===== src/hdl/ascd_pkg.sv =====
// package for the ascii85 stream decoder: types, character and error codes
package ascd_pkg;

  typedef enum logic [3:0] {
    PH_OPEN0 = 4'b0001,
    PH_OPEN1 = 4'b0010,
    PH_BODY  = 4'b0100,
    PH_TILDE = 4'b1000
  } phase_t;

  localparam logic [2:0] ERR_NONE     = 3'd0;
  localparam logic [2:0] ERR_BAD_CHAR = 3'd1;
  localparam logic [2:0] ERR_Z_GROUP  = 3'd2;
  localparam logic [2:0] ERR_LONE     = 3'd3;
  localparam logic [2:0] ERR_BAD_TERM = 3'd4;
  localparam logic [2:0] ERR_OVERFLOW = 3'd5;

  localparam logic [7:0] CH_CTRL_LO  = 8'd1;
  localparam logic [7:0] CH_CTRL_HI  = 8'd32;
  localparam logic [7:0] CH_DIGIT_LO = 8'd33;
  localparam logic [7:0] CH_DIGIT_HI = 8'd117;
  localparam logic [7:0] CH_HIGH_LO  = 8'd128;
  localparam logic [7:0] CH_HIGH_HI  = 8'd255;
  localparam logic [7:0] CH_Z        = 8'h7a;
  localparam logic [7:0] CH_TILDE    = 8'h7e;
  localparam logic [7:0] CH_GT       = 8'h3e;

  localparam logic [19:0] POW85_1 = 20'd85;
  localparam logic [19:0] POW85_2 = 20'd7225;
  localparam logic [19:0] POW85_3 = 20'd614125;

  typedef struct packed {
    logic [31:0] word;
    logic [2:0]  count;
    logic        has;
    logic        end_flag;
    logic [2:0]  err;
  } burst_t;

endpackage


===== src/hdl/ascd_step.sv =====
// decoder state and the per-item decision that forms a burst of results
module ascd_step import ascd_pkg::*; (
  input  logic       clk,
  input  logic       rst,
  input  logic       accept,
  input  logic [7:0] ch,
  output burst_t     burst
);

  phase_t      phase, phase_next;
  logic [2:0]  digit_count, digit_count_next;
  logic [32:0] group_value, group_value_next;

  logic [39:0] acc_full;
  logic [32:0] acc;
  logic [19:0] pad_mul;
  logic [45:0] pad_full;
  logic [32:0] pad_val;
  logic [7:0]  digit;

  always_comb begin
    digit    = ch - CH_DIGIT_LO;
    acc_full = {7'd0, group_value} * 40'd85 + {32'd0, digit};
    acc      = acc_full[32:0];
    case (digit_count)
      3'd2:    pad_mul = POW85_3;
      3'd3:    pad_mul = POW85_2;
      default: pad_mul = POW85_1;
    endcase
    pad_full = {20'd0, group_value[25:0]} * {26'd0, pad_mul}
             + {26'd0, pad_mul - 20'd1};
    pad_val  = pad_full[32:0];
  end

  always_comb begin
    burst            = '0;
    phase_next       = phase;
    digit_count_next = digit_count;
    group_value_next = group_value;
    case (phase)
      PH_OPEN0: phase_next = PH_OPEN1;
      PH_OPEN1: phase_next = PH_BODY;
      PH_TILDE: begin
        if (ch == CH_GT) begin
          phase_next       = PH_OPEN0;
          digit_count_next = 3'd0;
          group_value_next = '0;
          burst.end_flag   = 1'b1;
          if (digit_count == 3'd0) begin
            burst.count = 3'd1;
          end else if (digit_count == 3'd1) begin
            burst.count = 3'd1;
            burst.err   = ERR_LONE;
          end else begin
            burst.count = digit_count - 3'd1;
            burst.has   = 1'b1;
            burst.word  = pad_val[31:0];
            burst.err   = pad_val[32] ? ERR_OVERFLOW : ERR_NONE;
          end
        end else begin
          phase_next  = PH_BODY;
          burst.count = 3'd1;
          burst.err   = ERR_BAD_TERM;
        end
      end
      PH_BODY: begin
        if (ch inside {[CH_DIGIT_LO:CH_DIGIT_HI]}) begin
          if (digit_count == 3'd4) begin
            digit_count_next = 3'd0;
            group_value_next = '0;
            burst.count      = 3'd4;
            burst.has        = 1'b1;
            burst.word       = acc[31:0];
            burst.err        = acc[32] ? ERR_OVERFLOW : ERR_NONE;
          end else begin
            digit_count_next = digit_count + 3'd1;
            group_value_next = acc;
          end
        end else if (ch inside {[CH_CTRL_LO:CH_CTRL_HI], [CH_HIGH_LO:CH_HIGH_HI]}) begin
          burst = '0;
        end else if (ch == CH_Z) begin
          if (digit_count != 3'd0) begin
            burst.count = 3'd1;
            burst.err   = ERR_Z_GROUP;
          end else begin
            burst.count = 3'd4;
            burst.has   = 1'b1;
          end
        end else if (ch == CH_TILDE) begin
          phase_next = PH_TILDE;
        end else begin
          burst.count = 3'd1;
          burst.err   = ERR_BAD_CHAR;
        end
      end
      default: phase_next = PH_OPEN0;
    endcase
  end

  always_ff @(posedge clk) begin
    if (rst) begin
      phase       <= PH_OPEN0;
      digit_count <= 3'd0;
      group_value <= '0;
    end else if (accept) begin
      phase       <= phase_next;
      digit_count <= digit_count_next;
      group_value <= group_value_next;
    end
  end

endmodule


===== src/hdl/ascd_out.sv =====
// result register that hands out a burst one item per cycle while out_stall is low
module ascd_out import ascd_pkg::*; (
  input  logic       clk,
  input  logic       rst,
  input  logic       load,
  input  burst_t     burst,
  output logic       can_load,
  output logic       out_valid,
  input  logic       out_stall,
  output logic [7:0] data_byte,
  output logic       has_byte,
  output logic       end_of_stream,
  output logic [2:0] error_code
);

  logic [31:0] word;
  logic [2:0]  left;
  logic        has;
  logic        end_flag;
  logic [2:0]  err;
  logic        take;

  assign out_valid     = (left != 3'd0);
  assign take          = out_valid && !out_stall;
  assign can_load      = (left == 3'd0) || ((left == 3'd1) && !out_stall);
  assign data_byte     = word[31:24];
  assign has_byte      = has;
  assign end_of_stream = end_flag && (left == 3'd1);
  assign error_code    = err;

  always_ff @(posedge clk) begin
    if (rst) begin
      left <= 3'd0;
    end else if (load) begin
      left <= burst.count;
    end else if (take) begin
      left <= left - 3'd1;
    end
  end

  always_ff @(posedge clk) begin
    if (load) begin
      word     <= burst.word;
      has      <= burst.has;
      end_flag <= burst.end_flag;
      err      <= burst.err;
    end else if (take) begin
      word <= {word[23:0], 8'h00};
    end
  end

endmodule


===== src/hdl/ascii85_stream_decoder.sv =====
// top level of the ascii85 stream decoder
//
//  channel  dir  handshake            fields
//  in       in   in_valid/in_stall    ch
//  out      out  out_valid/out_stall  data_byte, has_byte, end_of_stream, error_code
//
// one input item per cycle while in_stall is low; each item gives zero to four result items
// a group of five digits or a 'z' at a group boundary gives four results, which hold
// the input while the result register drains
// rst is synchronous; it returns the phase to PH_OPEN0 and clears the digit count and the result count
// out_stall reaches in_stall in the same cycle when the last pending result waits
module ascii85_stream_decoder import ascd_pkg::*; (
  input  logic       clk,
  input  logic       rst,
  input  logic [7:0] ch,
  input  logic       in_valid,
  output logic       in_stall,
  output logic [7:0] data_byte,
  output logic       has_byte,
  output logic       end_of_stream,
  output logic [2:0] error_code,
  output logic       out_valid,
  input  logic       out_stall
);

  burst_t burst;
  logic   can_load;
  logic   accept;

  assign in_stall = !can_load;
  assign accept   = in_valid && can_load;

  ascd_step u_step (
    .clk    (clk),
    .rst    (rst),
    .accept (accept),
    .ch     (ch),
    .burst  (burst)
  );

  ascd_out u_out (
    .clk           (clk),
    .rst           (rst),
    .load          (accept),
    .burst         (burst),
    .can_load      (can_load),
    .out_valid     (out_valid),
    .out_stall     (out_stall),
    .data_byte     (data_byte),
    .has_byte      (has_byte),
    .end_of_stream (end_of_stream),
    .error_code    (error_code)
  );

endmodule

===== config.mk =====
export PLATFORM = sky130hd
export DESIGN_NAME = ascii85_stream_decoder
export DESIGN_NICKNAME = d
export VERILOG_FILES = /design/src/hdl/ascd_pkg.sv /design/src/hdl/ascd_step.sv /design/src/hdl/ascd_out.sv /design/src/hdl/ascii85_stream_decoder.sv
export SDC_FILE = /design/constraint.sdc
export NUM_CORES = 1
export LEC_CHECK = 0
export BUFFER_PORTS_ARGS = -buffer_cell sky130_fd_sc_hd__buf_4
export CAP_MARGIN = 20
export CORE_MARGIN = 5
export CORE_UTILIZATION = 48
export CTS_CLUSTER_SIZE = 16
export DETAILED_ROUTE_END_ITERATION = 16
export PLACE_DENSITY_LB_ADDON = 0.05
export SKIP_CTS_REPAIR_TIMING = 1
export SYNTH_ARGS = -nofsm -noshare
export SYNTH_HDL_FRONTEND = slang
export SYNTH_SLANG_ARGS = --single-unit

===== constraint.sdc =====
create_clock -name clk -period 10.2 [get_ports clk]
set_input_delay 2.04 -clock clk [delete_from_list [all_inputs] [get_ports clk]]
set_output_delay 2.04 -clock clk [all_outputs]
set_load 0.05 [all_outputs]

==> results.cfg, run 1 <==
[outcome]
result_of_the_run = finished clean

[floorplanning]
die-area_sq_um = 42100
floorplan.initialDensity_pct = 48.55
rows = 71
core_area_sq_um = 37670
io-pin-count = 27
floorplan.die.height_um = 205.2
die_w_um = 205.2

[grt]
vias_in_the_first_global_route = 14268
globalRoute.totalOverflow = 0
grt_antenna_before_repair = 0
grt_max_degree = 39
grt.total_usage_pct = 25.04
global_route_wire_length_before_repair_um = 80610

[place]
detailed_placement_hpwl_um = 42750
count_of_buffers_inserted_at_the_top_level_ports = 26
gp_congestion = 0.8968

[worst_setup_path]
beginning_of_the_worst_register_to_register_path = u_step.digit_count[0]$_SDFFE_PP0P_
rr_endpoint = u_out.error_code[2]$_DFFE_PP_
crit_top_cell = sky130_fd_sc_hd__inv_1
critical_path.startpoint = u_step.digit_count[0]$_SDFFE_PP0P_
regToRegSetupSlack_ps = 1240
rr_worst_depth = 28
cp.required_ps = 10380
critical_path.endpoint_type = flop
criticalPathCategory = reg2reg
crit_end = u_out.error_code[2]$_DFFE_PP_
slowest_stage = sky130_fd_sc_hd__o311ai_0
timing.critical_path.from_type = flop
critPathMaxFanout = 20
worstPathArrival_ps = 9140
worst_path_largest_cell_delay_ps = 650

[route]
drcViolationCount = 0
wl_per_cell_um = 20.10
route.final.wire_length_um = 50140
route.antenna.remaining_nets = 0
vias = 12966
drt_iter0_drc = 602
via_per_inst = 5.199
drtPass1Iterations = 5

[synth]
yosys_register_bits = 80
synth_async_sr_flop_share_pct = 0
post_synth_inst_count = 1974
number_of_enable_type_register_cells_in_the_synthesized_netlist = 37
synth.yosys.warnings = 0
syn_nets = 2586
synth_compound_gate_area_share_pct = 9.722
yosysSeqAreaShare_pct = 10.78
post_synth_xor_area_fraction_pct = 3.975
main_combinational_cell_family_by_area_after_synthesis = adder cells
synth_adder_area_share_pct = 53.90
ys_types = 71
post_synth_mux_area_share_pct = 0.1642
mappedNetlistArea_sq_um = 18290
synth_simple_gate_area_share_pct = 8.292
synth_area_per_cell_sq_um = 9.264
synthFlopType = sky130_fd_sc_hd__dfxtp_1

[power_and_ir_drop]
finalPower_mw = 1.164
power_per_cell_area_nw_per_um2 = 60.24
worst_ir_drop_vdd_mv = 0.3221
p_leak_nw = 10.31

[clock_tree]
cts.root.buffer_cell = sky130_fd_sc_hd__clkbuf_16
clk_pin_slew_ps = 60
cts-htree-levels = 3
cts_num_sinks = 80
clkLatencyLatePin_ps = 350
cts-buffers-inserted = 9
clock_tree.buffer_depth = 2
clock_tree_from_tritoncts = built

[sta]
period_minus_slack_ps = 8960
maxSlewViolCount = 0
worst-slew-pin-transition_ps = 925.2
max-slew-margin-rel_pct = 38.32
achievable_clock_frequency_mhz = 111.6
post-route-period-util_pct = 87.84
report.final.setup_viol = 0
timing_hold_violations_final = 0
fin_tns_setup_ps = 0
worst_clock_skew_ps = 12.15
rsz0062_at_grt = false

[finish]
antenna_cells = 0
num-nets-final = 2590
drive_above_1_share_pct = 3.278
final_common_cell = sky130_fd_sc_hd__inv_1
nFillCells = 3685
layout_common_cells = 586 x sky130_fd_sc_hd__inv_1, 313 x sky130_fd_sc_hd__fa_1, 287 x sky130_fd_sc_hd__ha_1
syn_to_final_growth_pct = 5.706

[flow_run]
drv.max_cap_violation_count = 0

[min_path]
worstHoldPathType = reg2reg
==> worst min-delay path by stage <==
stage	cells after the start	slack, ps	to	start
2_1_floorplan	2	460	u_out.left[1]$_SDFFE_PP0P_	u_out.left[1]$_SDFFE_PP0P_
3_3_place_gp	2	490	u_out.left[1]$_SDFFE_PP0P_	u_out.left[1]$_SDFFE_PP0P_
3_5_place_dp	2	510	u_out.left[1]$_SDFFE_PP0P_	u_out.left[1]$_SDFFE_PP0P_
4_1_cts	2	520	u_out.left[1]$_SDFFE_PP0P_	u_out.left[1]$_SDFFE_PP0P_
5_1_grt	2	550	u_out.left[1]$_SDFFE_PP0P_	u_out.left[1]$_SDFFE_PP0P_
6_report	2	520	u_out.left[1]$_SDFFE_PP0P_	u_out.left[1]$_SDFFE_PP0P_
==> cell usage after synthesis (15+ instances only) <==
| master | number | area [sq um] |
|---|---|---|
| sky130_fd_sc_hd__a22oi_1 | 34 | 255.2 |
| sky130_fd_sc_hd__fa_1 | 313 | 6266 |
| sky130_fd_sc_hd__nor2_1 | 108 | 405.4 |
| sky130_fd_sc_hd__clkbuf_1 | 29 | 108.9 |
| sky130_fd_sc_hd__o21ai_0 | 37 | 185.2 |
| sky130_fd_sc_hd__edfxtp_1 | 37 | 1111 |
| sky130_fd_sc_hd__xor2_1 | 24 | 210.2 |
| sky130_fd_sc_hd__a21o_1 | 26 | 195.2 |
| sky130_fd_sc_hd__ha_1 | 287 | 3591 |
| sky130_fd_sc_hd__a21oi_1 | 54 | 270.3 |
| sky130_fd_sc_hd__dfxtp_1 | 43 | 860.8 |
| sky130_fd_sc_hd__inv_1 | 586 | 2200 |
| sky130_fd_sc_hd__xnor2_1 | 59 | 516.8 |
| sky130_fd_sc_hd__nand2_1 | 93 | 349.1 |
| sky130_fd_sc_hd__nor3_1 | 15 | 75.07 |
| sky130_fd_sc_hd__and2_1 | 33 | 206.5 |
==> sequential cells by signal (all words and copies together), names as in the netlist <==
name,count
u_step.group_value,33
u_out.word,32
u_step.phase,4
u_out.error_code,3
u_out.left,3
u_step.digit_count,3
u_out.end_flag,1
u_out.has_byte,1
==> cells by family (layout without fill, tap and decap cells) <==
family / count (synthesis) / in the layout
DFF: 80 / 80
buffers and inverters: 631 / 640
muxes: 3 / 3
xor gates and xnor gates: 83 / 83
AOI/OAI and AO/OA: 254 / 254
and+or+nand+nor: 323 / 323
adders and majority gates: 600 / 600
==> per-stage QoR <==
| step | utilization, % | std cells | hold WS [ps] | cell area, sq um | setup WS [ps] |
|---|---|---|---|---|---|
| global placement | 50.48 | 2478 | 485.7 | 19010 | 1483 |
| CTS | 51.32 | 2494 | 521.6 | 19330 | 1192 |
| floorplan | - | 1974 | 460.4 | 18290 | 2519 |
| detailed placement | 50.48 | 2478 | 507.9 | 19010 | 1268 |
| global route | 51.32 | 2494 | 549.6 | 19330 | 651.3 |
| finish | 51.32 | 2494 | 519.5 | 19330 | 1240 |
==> where the power goes <==
group          switching (mW)  internal [mW]  leakage, nW  total [mW]
Sequential             0.0362          0.445        0.728       0.481
Combinational           0.232         0.0985         9.43       0.331
Clock                   0.146          0.207        0.156       0.353
==> worst max-delay path, delay by kind of cell (launching register included) <==
kind | cells | cell delay [ps]
xor+xnor | 1 | 510
flops | 1 | 430
simple gates | 4 | 1140
compound gates | 5 | 1310
buf+inv | 8 | 1170
fa+ha+maj | 10 | 4220
==> routing by layer <==
layer	track usage (%)	part of all wire (%)	up-vias
met1	35.82	47	6497
met2	42.01	47	271
met4	3.804	1.5	0
met5	0	0	-
li1	-	-	6150
met3	3.105	4.0	48
==> area by class of cell <==
type                            count  area (sq um)  share of cell area [%]
Multi-Input combinational cell   1263         13920                   72.02
Inverter                          587          2203                   11.40
Sequential cell                    80          1972                   10.20
Tap cell                          511         639.4                   3.307
Timing Repair Buffer               37         277.8                   1.437
Clock buffer                       11         254.0                   1.314
Clock inverter                      5         62.56                  0.3236
Power figures use the tool's default switching activity.
==> run 2, diff against run 1 <==
--- a/config.mk
+++ b/config.mk
@@ -5,12 +5,14 @@
 export SDC_FILE = /design/constraint.sdc
 export NUM_CORES = 1
 export LEC_CHECK = 0
+export ABC_AREA = 1
 export BUFFER_PORTS_ARGS = -buffer_cell sky130_fd_sc_hd__buf_4
 export CAP_MARGIN = 20
 export CORE_MARGIN = 5
 export CORE_UTILIZATION = 48
 export CTS_CLUSTER_SIZE = 16
 export DETAILED_ROUTE_END_ITERATION = 16
+export MAX_ROUTING_LAYER = met4
 export PLACE_DENSITY_LB_ADDON = 0.05
 export SKIP_CTS_REPAIR_TIMING = 1
 export SYNTH_ARGS = -nofsm -noshare
==> run 2 against run 1 <==
Compared with the run above:
- power grew 5.5%
- clock-buffer cell count decreased by 2
- final area increased by 7.1%
- routed wire length rose by 22%
- sequential share of layout area is 0.67 points lower
- register-to-register slack gained 140 ps
- worst setup slack improved by 140 ps
- clock power shrank 7.1%
- first-iteration DRC count up 70%
- sequential cell count did not move
- utilization down 0.52 points
- critical path type unchanged
- critical endpoint is now u_out.word[31]$_DFFE_PP_
==> results.cfg, run 2 <==
[outcome]
result_of_the_run = finished clean

[place]
gp_congestion = 0.9585
pre_cts_setup_slack_ps = 1457
place.detailed.instances = 3031
detailed_placement_hpwl_um = 53930
count_of_buffers_inserted_at_the_top_level_ports = 26
place_area_sq_um = 20410

[floorplanning]
io-pin-count = 27
floorplan.initialDensity_pct = 48.32
die-area_sq_um = 45160
die_w_um = 212.5
core_area_sq_um = 40740
rows = 74
floorplan.die.height_um = 212.5

[worst_setup_path]
timing.critical_path.from_type = flop
worst_path_largest_cell_delay_ps = 730
worstPathArrival_ps = 8930
slowest_stage = sky130_fd_sc_hd__inv_1
critPathMaxFanout = 22
crit_top_cell = sky130_fd_sc_hd__inv_1
critical_path.endpoint_type = flop
regToRegSetupSlack_ps = 1380
criticalPathCategory = reg2reg
cp.required_ps = 10310

[finish]
final_core_util_pct = 50.80
nFillCells = 4084
max_flop_register = u_step.group_value
antenna_cells = 0
design_area_sq_um = 20690
layout_common_cells = 725 x sky130_fd_sc_hd__inv_1, 440 x sky130_fd_sc_hd__nand2_1, 313 x sky130_fd_sc_hd__fa_1
stdcell_count = 3047
num-nets-final = 3122
syn_to_final_growth_pct = 5.122
regArea_sq_um = 1972
flip_flop_count_of_the_largest_register_after_layout = 33
drive_above_1_share_pct = 3.340
biggestRegsByFlops = u_step.group_value x33, u_out.word x32, u_step.phase x4
final_common_cell = sky130_fd_sc_hd__inv_1
multi_input_comb_area_sq_um = 14750

[clock_tree]
cts-buffers-inserted = 9
clk_pin_slew_ps = 70
clkLatencyLatePin_ps = 360
clock_tree.buffer_depth = 2
clock_tree_from_tritoncts = built
cts-htree-levels = 3
cts.root.buffer_cell = sky130_fd_sc_hd__clkbuf_16
cts_num_sinks = 80

[grt]
grt.total_usage_pct = 29.16
grt_antenna_before_repair = 0
globalRoute.totalOverflow = 0
vias_in_the_first_global_route = 16828
global_route_wire_length_before_repair_um = 97650
grt_max_degree = 39

[route]
routed-wl-met2_um = 29250
wl_met1_um = 28260
route.antenna.remaining_nets = 0
met3_wirelength_um = 2356
wl_per_cell_um = 20.07
route.final.wire_length_um = 61160
drtPass1Iterations = 5
via_per_inst = 5.157
drcViolationCount = 0
highest-signal-layer = met4
vias = 15713
drt_iter0_drc = 1026

[synth]
yosys.cell_count.top_type = sky130_fd_sc_hd__inv_1
yosys_register_bits = 80
number_of_enable_type_register_cells_in_the_synthesized_netlist = 37
yosysSeqAreaShare_pct = 10.02
synth_async_sr_flop_share_pct = 0
syn_nets = 3111
post_synth_inst_count = 2499
ys_types = 46
synthFlopType = sky130_fd_sc_hd__dfxtp_1
mappedNetlistArea_sq_um = 19690
synthTopCellsByCount = 725 x sky130_fd_sc_hd__inv_1, 440 x sky130_fd_sc_hd__nand2_1, 313 x sky130_fd_sc_hd__fa_1
synth_area_leaders = sky130_fd_sc_hd__fa_1 32%, sky130_fd_sc_hd__ha_1 18%, sky130_fd_sc_hd__inv_1 14%, sky130_fd_sc_hd__nand2_1 8.4%, sky130_fd_sc_hd__edfxtp_1 5.6%
synth.yosys.warnings = 0
synth_area_per_cell_sq_um = 7.878
synthDominantCellAreaShare_pct = 31.83
synthDominantAreaCellType = sky130_fd_sc_hd__fa_1

[sta]
fin_tns_setup_ps = 0
rsz0062_at_grt = false
period_minus_slack_ps = 8823
max-slew-margin-rel_pct = 26.99
holdWs_ps = 494.4
worst-slew-pin-transition_ps = 1092
worst_slack_ps = 1377
worst_clock_skew_ps = 13.56
report.final.setup_viol = 0
post-route-period-util_pct = 86.50
timing_hold_violations_final = 0
maxSlewViolCount = 0
achievable_clock_frequency_mhz = 113.3

[power_and_ir_drop]
power_per_cell_area_nw_per_um2 = 59.37
finalPower_mw = 1.229
p_leak_nw = 11.26
worst_ir_drop_vdd_mv = 0.1430

[flow_run]
drv.max_cap_violation_count = 0

[min_path]
worstHoldPathType = reg2reg
[run 2: cell count changes after synthesis, moves of 15 or more]
cell	change
sky130_fd_sc_hd__inv_1	+139
sky130_fd_sc_hd__nand4_1	+16
sky130_fd_sc_hd__a21o_1	-19
sky130_fd_sc_hd__a21oi_1	+67
sky130_fd_sc_hd__xnor2_1	-48
sky130_fd_sc_hd__a22oi_1	-32
sky130_fd_sc_hd__nand2_1	+347
sky130_fd_sc_hd__clkbuf_1	-15
sky130_fd_sc_hd__and2_1	-33
sky130_fd_sc_hd__nand3_1	+96
sky130_fd_sc_hd__o21ai_0	+29
sky130_fd_sc_hd__nor2_1	+50
[run 2: worst paths after layout]
kind | cells after the start | to | start
max | 29 | u_out.word[31]$_DFFE_PP_ | u_step.digit_count[0]$_SDFFE_PP0P_
min | 2 | u_step.group_value[31]$_SDFFE_PP0P_ | u_step.group_value[31]$_SDFFE_PP0P_
max reg2reg | 29 | u_out.word[31]$_DFFE_PP_ | u_step.digit_count[0]$_SDFFE_PP0P_
min reg2reg | 2 | u_step.group_value[31]$_SDFFE_PP0P_ | u_step.group_value[31]$_SDFFE_PP0P_
[run 2: cell families after synthesis]
| group | share of synthesized area, % |
|---|---|
| AOI/OAI and AO/OA | 6.476 |
| buffers and inverters | 15.10 |
| DFF | 10.02 |
| adders and majority gates | 50.07 |
| and+or+nand+nor | 16.87 |
| xor gates and xnor gates | 1.468 |
[run 2: where the power goes]
part           internal (mW)  switching [mW]
clock                  0.170           0.158
combinational          0.110           0.301
sequential             0.449          0.0413
[run 2: final cells by class]
cell class	instances	share of cell area [%]
Clock buffer	9	1.088
Timing Repair Buffer	37	1.342
Inverter	730	13.24
Multi-Input combinational cell	1652	71.29
Sequential cell	80	9.528
Clock inverter	7	0.2963
Tap cell	532	3.216
[run 2: critical path, delay by kind of cell, from the launching register on]
| kind | cells | cell delay, ps |
|---|---|---|
| AO/OA/AOI/OAI | 2 | 510 |
| adder cells (fa/ha/maj) | 9 | 4220 |
| buffers and inverters | 8 | 1170 |
| flip-flops | 1 | 390 |
| AND/OR/NAND/NOR | 10 | 2250 |
[run 2: metal layers]
layer | global-route usage [%] | vias to the layer above
met5 | - | -
met2 | 48.25 | 404
met4 | 6.180 | 0
li1 | - | 7556
met3 | 1.859 | 61
met1 | 40.06 | 7692
